===== config.mk =====
export PLATFORM = sky130hd
export DESIGN_NAME = mmm_ctrl_flat
export DESIGN_NICKNAME = d
export VERILOG_FILES = /design/src/rtl/mmm_pkg.sv /design/src/rtl/mmm_if.sv /design/src/rtl/mmm_ctrl.sv /design/src/flat_wrapper.sv
export SDC_FILE = /design/constraint.sdc
export NUM_CORES = 1
export LEC_CHECK = 0
export BUFFER_PORTS_ARGS = -buffer_cell sky130_fd_sc_hd__buf_2
export CORE_AREA = 4 4 106 108
export DETAILED_ROUTE_END_ITERATION = 6
export DIE_AREA = 0 0 110 112
export GPL_TIMING_DRIVEN = 0
export PLACE_DENSITY = 0.52
export SYNTH_ARGS = -nofsm -noshare
export SYNTH_HDL_FRONTEND = slang
export SYNTH_SLANG_ARGS = --single-unit

===== constraint.sdc =====
create_clock -name clk -period 2.3 [get_ports clk]
set_clock_uncertainty 0.1 [all_clocks]
set_input_delay 0.345 -clock clk [delete_from_list [all_inputs] [get_ports clk]]
set_output_delay 0.345 -clock clk [all_outputs]
set_load 0.01 [all_outputs]

===== src/rtl/mmm_pkg.sv =====
package mmm_pkg;
  localparam int MaxLimbs = 6;
  localparam int LimbBits = 64;
  localparam int HalfBits = LimbBits / 2;
  localparam int ScalarLimbs = 4;
  localparam int BaseLimbs = 6;

  localparam logic FIELD_SCALAR = 1'b0;
  localparam logic FIELD_BASE = 1'b1;

  typedef logic [LimbBits-1:0] limb_t;

  // Modulus limb for the chosen field; limbs past the field width read as zero.
  function automatic limb_t mod_limb(input logic field, input logic [2:0] idx);
    limb_t r;
    r = '0;
    if (field == FIELD_BASE) begin
      case (idx)
        3'd0: r = 64'hb9feffffffffaaab;
        3'd1: r = 64'h1eabfffeb153ffff;
        3'd2: r = 64'h6730d2a0f6b0f624;
        3'd3: r = 64'h64774b84f38512bf;
        3'd4: r = 64'h4b1ba7b6434bacd7;
        3'd5: r = 64'h1a0111ea397fe69a;
        default: r = '0;
      endcase
    end else begin
      case (idx)
        3'd0: r = 64'hffffffff00000001;
        3'd1: r = 64'h53bda402fffe5bfe;
        3'd2: r = 64'h3339d80809a1d805;
        3'd3: r = 64'h73eda753299d7d48;
        default: r = '0;
      endcase
    end
    return r;
  endfunction

  function automatic limb_t ninv(input logic field);
    return (field == FIELD_BASE) ? 64'h89f3fffcfffcfffd : 64'hfffffffeffffffff;
  endfunction

  typedef enum logic [2:0] {
    OP_IDLE,
    OP_CLEAR,
    OP_MUL_AB,
    OP_MUL_M,
    OP_MUL_N,
    OP_CMP,
    OP_SUB
  } dp_op_t;

  typedef struct packed {
    dp_op_t     op;
    logic [2:0] j;
    logic [1:0] ph;
    logic       first;
    logic       last;
    logic       field;
  } dp_cmd_t;
endpackage


===== src/rtl/mmm_if.sv =====
interface mmm_in_if import mmm_pkg::*; ();
  logic  valid;
  logic  ready;
  limb_t a_limb;
  limb_t b_limb;
  logic  func;
  modport source(output valid, a_limb, b_limb, func, input ready);
  modport sink(input valid, a_limb, b_limb, func, output ready);
endinterface

interface mmm_out_if import mmm_pkg::*; ();
  logic  valid;
  logic  ready;
  limb_t result_limb;
  logic  last_limb;
  modport source(output valid, result_limb, last_limb, input ready);
  modport sink(input valid, result_limb, last_limb, output ready);
endinterface


===== src/rtl/mmm_ctrl.sv =====
module mmm_ctrl import mmm_pkg::*; (
  input  logic       clk,
  input  logic       rst,
  mmm_in_if.sink     in_ch,
  mmm_out_if.source  out_ch,
  input  limb_t      dp_limb,
  output dp_cmd_t    cmd,
  output logic       wr_en,
  output logic [2:0] wr_idx,
  output logic [2:0] i_idx
);
  typedef enum logic [2:0] {S_LOAD, S_AB, S_M, S_N, S_CMP, S_SUB, S_OUT} state_t;
  state_t state;
  logic [2:0] cnt, j, i;
  logic [1:0] ph;
  logic field;
  logic [2:0] n;
  logic acc;
  logic [2:0] sub_j;

  assign n = (field == FIELD_BASE) ? 3'(BaseLimbs) : 3'(ScalarLimbs);
  assign in_ch.ready = (state == S_LOAD);
  assign acc = in_ch.valid && in_ch.ready;
  assign wr_en = acc;
  assign wr_idx = cnt;
  assign i_idx = i;
  assign out_ch.result_limb = dp_limb;

  always_comb begin
    cmd.op = OP_IDLE;
    cmd.j = j;
    cmd.ph = ph;
    cmd.first = (j == 3'd0);
    cmd.last = (j == n - 3'd1);
    cmd.field = field;
    case (state)
      S_LOAD: begin
        cmd.op = (acc && cnt == 3'd0) ? OP_CLEAR : OP_IDLE;
      end
      S_AB: cmd.op = OP_MUL_AB;
      S_M: begin cmd.op = OP_MUL_M; cmd.j = 3'd0; end
      S_N: begin cmd.op = OP_MUL_N; cmd.first = (j == 3'd0); end
      S_CMP: begin
        cmd.op = OP_CMP;
        cmd.j = n - 3'd1 - j;
        cmd.first = (j == 3'd0);
        cmd.last = (j == n - 3'd1);
      end
      S_SUB: begin cmd.op = OP_SUB; cmd.j = sub_j; end
      S_OUT: begin cmd.op = OP_IDLE; cmd.j = sub_j; end
      default: cmd.op = OP_IDLE;
    endcase
  end

  always_ff @(posedge clk) begin
    if (rst) begin
      state <= S_LOAD;
      cnt <= '0;
      j <= '0;
      i <= '0;
      ph <= '0;
      field <= FIELD_SCALAR;
      sub_j <= '0;
      out_ch.valid <= 1'b0;
      out_ch.last_limb <= 1'b0;
    end else begin
      case (state)
        S_LOAD: if (acc) begin
          if (cnt == 3'd0) field <= in_ch.func;
          if ((cnt == 3'd0 && !in_ch.func && ScalarLimbs == 1) ||
              (cnt != 3'd0 && cnt == n - 3'd1)) begin
            cnt <= '0;
            state <= S_AB;
            j <= '0;
            i <= '0;
            ph <= '0;
          end else cnt <= cnt + 3'd1;
        end
        // each multiply step runs through ph 0..3
        S_AB: begin
          ph <= ph + 2'd1;
          if (ph == 2'd3) begin
            if (j == n - 3'd1) state <= S_M; else j <= j + 3'd1;
          end
        end
        S_M: begin
          ph <= ph + 2'd1;
          if (ph == 2'd3) begin j <= '0; state <= S_N; end
        end
        S_N: begin
          ph <= ph + 2'd1;
          if (ph == 2'd3) begin
            if (j == n - 3'd1) begin
              j <= '0;
              if (i == n - 3'd1) state <= S_CMP;
              else begin i <= i + 3'd1; state <= S_AB; end
            end else j <= j + 3'd1;
          end
        end
        S_CMP: if (j == n - 3'd1) begin
          j <= '0;
          sub_j <= '0;
          state <= S_SUB;
        end else j <= j + 3'd1;
        S_SUB: if (sub_j == n - 3'd1) begin
          state <= S_OUT;
          sub_j <= '0;
          out_ch.valid <= 1'b1;
          out_ch.last_limb <= (n == 3'd1);
        end else sub_j <= sub_j + 3'd1;
        S_OUT: if (out_ch.ready) begin
          if (out_ch.last_limb) begin
            out_ch.valid <= 1'b0;
            state <= S_LOAD;
          end else begin
            sub_j <= sub_j + 3'd1;
            out_ch.last_limb <= (sub_j + 3'd2 == n);
          end
        end
        default: state <= S_LOAD;
      endcase
    end
  end
endmodule


===== src/flat_wrapper.sv =====
// flat-port wrapper written by rule: the top's interface ports become plain ports
module mmm_ctrl_flat import mmm_pkg::*;
  (clk, rst, dp_limb, cmd, wr_en, wr_idx, i_idx, in_ch_valid, in_ch_a_limb, in_ch_b_limb, in_ch_func, in_ch_ready, out_ch_valid, out_ch_result_limb, out_ch_last_limb, out_ch_ready);
  mmm_in_if in_ch_i ();
  mmm_out_if out_ch_i ();
  input  logic clk;
  input  logic rst;
  input  limb_t dp_limb;
  output dp_cmd_t cmd;
  output logic wr_en;
  output logic [2:0] wr_idx;
  output logic [2:0] i_idx;
  input wire logic [$bits(in_ch_i.valid)-1:0] in_ch_valid;
  input wire logic [$bits(in_ch_i.a_limb)-1:0] in_ch_a_limb;
  input wire logic [$bits(in_ch_i.b_limb)-1:0] in_ch_b_limb;
  input wire logic [$bits(in_ch_i.func)-1:0] in_ch_func;
  output wire logic [$bits(in_ch_i.ready)-1:0] in_ch_ready;
  output wire logic [$bits(out_ch_i.valid)-1:0] out_ch_valid;
  output wire logic [$bits(out_ch_i.result_limb)-1:0] out_ch_result_limb;
  output wire logic [$bits(out_ch_i.last_limb)-1:0] out_ch_last_limb;
  input wire logic [$bits(out_ch_i.ready)-1:0] out_ch_ready;
  assign in_ch_i.valid = in_ch_valid;
  assign in_ch_i.a_limb = in_ch_a_limb;
  assign in_ch_i.b_limb = in_ch_b_limb;
  assign in_ch_i.func = in_ch_func;
  assign in_ch_ready = in_ch_i.ready;
  assign out_ch_valid = out_ch_i.valid;
  assign out_ch_result_limb = out_ch_i.result_limb;
  assign out_ch_last_limb = out_ch_i.last_limb;
  assign out_ch_i.ready = out_ch_ready;
  mmm_ctrl u_core (.clk(clk), .rst(rst), .in_ch(in_ch_i), .out_ch(out_ch_i), .dp_limb(dp_limb), .cmd(cmd), .wr_en(wr_en), .wr_idx(wr_idx), .i_idx(i_idx));
endmodule

### Word-level counts from Yosys, hierarchy flattened

Index checks and enable logic that the tools add are counted.

| storage, ports and cells | value |
|---|---|
| output and inout port bits | 85 |
| logic and storage cells | 113 |
| flip-flop bits (word level) | 20 |
| bits of input ports | 197 |

| operators by class | value |
|---|---|
| reductions and logical operators | 23 |
| eq/ne operators | 27 |
| add/subtract/negate cells | 8 |
| muxes and demuxes | 46 |

Operators by type and width:

| kind | number |
|---|---|
| 2-to-1 mux 3 bit | 27 |
| one-hot mux 3 bit (7 select lines) | 1 |
| inequality test 2 bit, second input constant | 9 |
| one-hot mux 3 bit (3 select lines) | 2 |
| one-hot mux 3 bit (6 select lines) | 1 |
| == test 3 bit | 5 |
| one-hot mux 3 bit (5 select lines) | 1 |
| adder 3 x 1 -> 3 bit, second input constant | 4 |
| AND reduction 11 bit | 1 |
| inequality test 2 x 1 -> 1 bit, second input constant | 5 |
| == test 3 bit, second input constant | 3 |
| logical NOT 3 bit | 3 |
| AND reduction 3 bit | 3 |
| AND reduction 4 bit | 2 |
| 2-to-1 mux 1 bit | 7 |
| AND reduction 7 bit | 1 |
| == test 3 x 1 -> 1 bit, second input constant | 2 |
| == test 3 x 2 -> 1 bit, second input constant | 2 |
| 2-to-1 mux 2 bit | 3 |
| one-hot mux 3 bit (2 select lines) | 1 |
| AND reduction 6 bit | 1 |
| nonzero test 2 bit | 3 |
| nonzero test 3 bit | 2 |
| nonzero test 5 bit | 1 |
| 11 further kinds | 14 |

### Longest topological paths before layout

| logic depth | value |
|---|---|
| depth after elaboration | 7 |
| mapped depth | 7 |

### Worst setup path before layout

No wires, ideal clock.

| timing path | value |
|---|---|
| path kind | reg-to-reg |
| start point | register u_core.cnt[0], in the netlist u_core.wr_idx[0] |
| end point | register u_core.j[0] |
| stages on the path, launching flop included | 8 |
| required time | 2.134 ns |
| data arrival time | 1.935 ns |
| slack | 0.199 ns |
| path buffers | 0 |
| path through | dfxtp_1 inv_1 ha_1 or4b_4 a21oi_4 a211oi_2 or3_1 a21oi_2 |

| between the ends | value |
|---|---|
| longest elaborated chain between the ends | 4 |

RTL lines:

| what | RTL line | RTL |
|---|---|---|
| start, declared | mmm_ctrl.sv:14 | `logic [2:0] cnt, j, i;` |
| start signal, assigned | mmm_ctrl.sv:77 | `end else cnt <= cnt + 3'd1;` |
| == test 3 bit or nonzero test 3 bit (tied branches) | mmm_ctrl.sv:71 | `(cnt != 3'd0 && cnt == n - 3'd1)) begin` |
| logical AND 1 bit (*) | mmm_ctrl.sv:71 |  |
| inequality test 2 bit (no source line) (*) | n/a |  |
| AND reduction 7 bit (no source line) (*) | n/a |  |
| end signal, assigned | mmm_ctrl.sv:97 | `end else j <= j + 3'd1;` |
| end signal, assigned | mmm_ctrl.sv:104 | `end else j <= j + 3'd1;` |
| end, declared | mmm_ctrl.sv:14 |  |

Every way passes the cells marked *; elsewhere a longest branch is shown, timed or not.
A chain may end at the register's enable or synchronous reset.

### Worst setup path in the final report

Ends and elaborated chain as after synthesis.

==> flow_summary.toml <==
[clocking]
clock_path_buffers = 2
hold_buffers = 0
cts_buffers = 3
ctsResizeCount = 5
clock_latency_ns = 0.26
path_clk_slew_ns = 0.08
cts_tree = "done"
clock_tree.root_cell = "clkbuf_8"
clock-sinks = 20
post_cts_buffers = 0
h-tree-depth = 1

[worst_setup_path]
cp_data_arrival_time_ns = 2.30
crit_type = "reg2reg"
max_stage_delay_ns = 0.50
cp.required_ns = 2.40
cp-end-kind = "register"
crit_fanout = 6
crit_slowest_cell = "or4b_4"
critPathTopFamily = "simple AND/OR/NAND/NOR gates"
cp.buffers_inverters = 1
start_kind = "register"
path_cells = "inv_1, ha_1, or4b_4, a21oi_4, a211oi_2, or3_1, a21oi_2"

[routing]
wl_met3_um = 795
vias_per_cell = 4.149
drtPass1Iterations = 4
dr_wl_met2_um = 2456
drt-initial-drc-count = 116
routed_wl_um = 6011
top_layer = "met4"
wire_per_inst_um = 12.42
final_antenna_net_count = 0
routed-via-count = 2008
drcViolationCount = 0
wl_met1_um = 2744

[power]
switching_share_pct = 28.25
max-vdd-ir-drop_uv = 152.6
p_switching_w = 0.0002573
intPower_w = 0.0006533
leakage_nw = 1.289
combPwrFrac_pct = 29.3
clkPwrFrac_pct = 30.7
p_per_area_nw_per_um2 = 346.1
power.share.sequential_pct = 40.0

[flow_run]
timing.max_cap.violations = 0

[global_route]
grt_overflow = 0
track_usage_pct = 8.905
grt_pass1_wl_um = 8838
grt_max_degree = 20
grt_antenna_before_repair = 0
grt_pass1_vias = 1819

[yosys]
synth_enable_flop_cells = 0
yosysTopAreaCellShare_pct = 25.79
avgSynthCellArea_um2 = 7.561
synth_ff_type = "dfxtp_1"
synth.area.top_cells = "buf_4, dfxtp_1, ha_1"
ys_seq_elements = 20
yosys.area.top_type = "buf_4"
netlist_instances = 258
synth_cell_types = 49
syn_area_um2 = 1951
synth_async_sr_flop_share_pct = 0
yosys_warnings = 0
synth_nets = 463
seq_area_frac_synth_pct = 20.53

[timing]
slew_viol_final = 0
min_period_over_period_pct = 95.36
post-route-min-period_ns = 2.193
max_freq_ghz = 0.4560
setup_viol = 0
hold_viol_final = 0
setup_slack_ns = 0.1068
rsz0062_at_grt = "no"
worst_pin_slew_ns = 0.5248
slew_headroom_pct = 64.57

[final_layout]
fin_nets = 554
diodes = 0
fillCellCount = 1128
finalInstanceArea_um2 = 2631
final_layout_size_suffix_gt1_share_pct = 50.57
area_growth_syn_to_layout_pct = 34.89

[placement]
pre_cts_slack_ns = -0.05454
place.gp.congestion = 0.8335
placed_cell_area_um2 = 2561
place.detailed.hpwl_um = 5037
portBuffers = 88

[floorplan]
coreArea_um2 = 10230
die_w_um = 110
die_h_um = 112
start_util_pct = 19.07
io_pins = 282
die_area_um2 = 12320
rows = 37

[worst_hold_path]
hold_path.class = "in2reg"

[run_status]
outcome = "finished, final reports clean"
-- through the flow --
stage / instances / total power (W) / utilization (%) / hold WS (ns) / setup TNS [ns]
final: 484 / 0.0009106 / 25.72 / 0.2250 / 0
after global routing: 484 / 0.0009588 / 25.72 / 0.2275 / 0
after CTS: 485 / 0.0009279 / 25.62 / 0.2152 / 0
after detailed placement: 482 / 0.0006429 / 25.03 / 0.3660 / -0.05454
after global placement: 482 / 0.0006412 / 25.03 / 0.3688 / -0.06333
after floorplan: 258 / 0.0005521 / - / 0.3766 / 0
-- Yosys cell counts (2+ instances only) --
cell      number
mux2i_1        2
o22ai_1        2
buf_6          2
nand2_1       25
buf_4         67
xor2_1         4
a211oi_1       2
a21oi_1       16
o311ai_0       2
xnor2_1        2
ha_1           8
nor3_1         3
nor3b_1        4
nand3_1        3
nor2b_1        4
nand3b_1       4
buf_2          2
nor2_1        22
and3b_2        2
a22oi_1        2
o31ai_1        4
nand4_1        2
nand2b_1       2
inv_1         11
o21ai_0       11
or3_1          3
dfxtp_1       20
clkbuf_1       6
-- cells by family after synthesis --
logic type	synth area share, %
compound gates	18.41
xor+xnor	2.694
fa+ha+maj	5.132
buf+inv	30.72
flops	20.53
mux	1.604
simple gates	20.91
-- power by group through the flow --
| stage | logic [W] | clock network, W | registers, W |
|---|---|---|---|
| 2_1_floorplan | 0.000179 | 0 | 0.000373 |
| 3_3_place_gp | 0.000269 | 0 | 0.000373 |
| 3_5_place_dp | 0.000270 | 0 | 0.000372 |
| 4_1_cts | 0.000271 | 0.000292 | 0.000364 |
| 5_1_grt | 0.000295 | 0.000298 | 0.000366 |
| 6_report | 0.000267 | 0.000280 | 0.000364 |
-- area by class of cell --
type	instances	area (um2)	area share [%]
inverter	11	41.29	1.569
tap	136	170.2	6.467
clock buffer	4	55.05	2.092
multi-input combinational	150	964.7	36.66
buffer	75	559.3	21.26
sequential	20	400.4	15.22
timing repair buffer	88	440.4	16.74
-- layer usage --
layer  up-vias  GRT usage (%)
met3         2          2.377
met5         -              0
met4         0         0.7481
li1        994              -
met2       128          13.39
met1       884          13.13
-- cell usage in the layout, fill, tap and decap left out, types with 2 or more instances in the layout --
cell,Yosys,routed
buf_2,2,90
buf_4,67,69
nand2_1,25,25
nor2_1,22,22
dfxtp_1,20,20
a21oi_1,16,16
inv_1,11,11
o21ai_0,11,11
ha_1,8,8
nor2b_1,4,4
nand3b_1,4,4
nor3b_1,4,4
o31ai_1,4,4
clkbuf_8,0,4
nor3_1,3,3
xor2_1,4,3
or3_1,3,3
nand3_1,3,3
buf_6,2,2
a211oi_1,2,2
xnor2_1,2,2
a22oi_1,2,2
nand2b_1,2,2
and3b_2,2,2
o22ai_1,2,2
mux2i_1,2,2
nand4_1,2,2
o311ai_0,2,2
-- worst paths after layout --
kind	startpoint	endpoint	slack, ns	cells after the start
setup / recovery	u_core.wr_idx[0]	u_core.j[0]	0.11	7
hold / removal	rst	u_core.sub_j[2]	0.22	2
setup reg to reg	u_core.wr_idx[0]	u_core.j[0]	0.11	7
hold reg to reg	u_core.out_ch.valid	u_core.out_ch.valid	0.37	2
-- sequential cells by signal, summed over array words and instances (netlist names) --
| signal | flops |
|---|---|
| u_core.state | 3 |
| u_core.j | 3 |
| u_core.wr_idx | 3 |
| u_core.field | 1 |
| u_core.out_ch.valid | 1 |
| u_core.i_idx | 3 |
| u_core.sub_j | 3 |
| u_core.ph | 2 |
| u_core.out_ch.last_limb | 1 |
No activity file was read; power rests on OpenSTA's default activity.
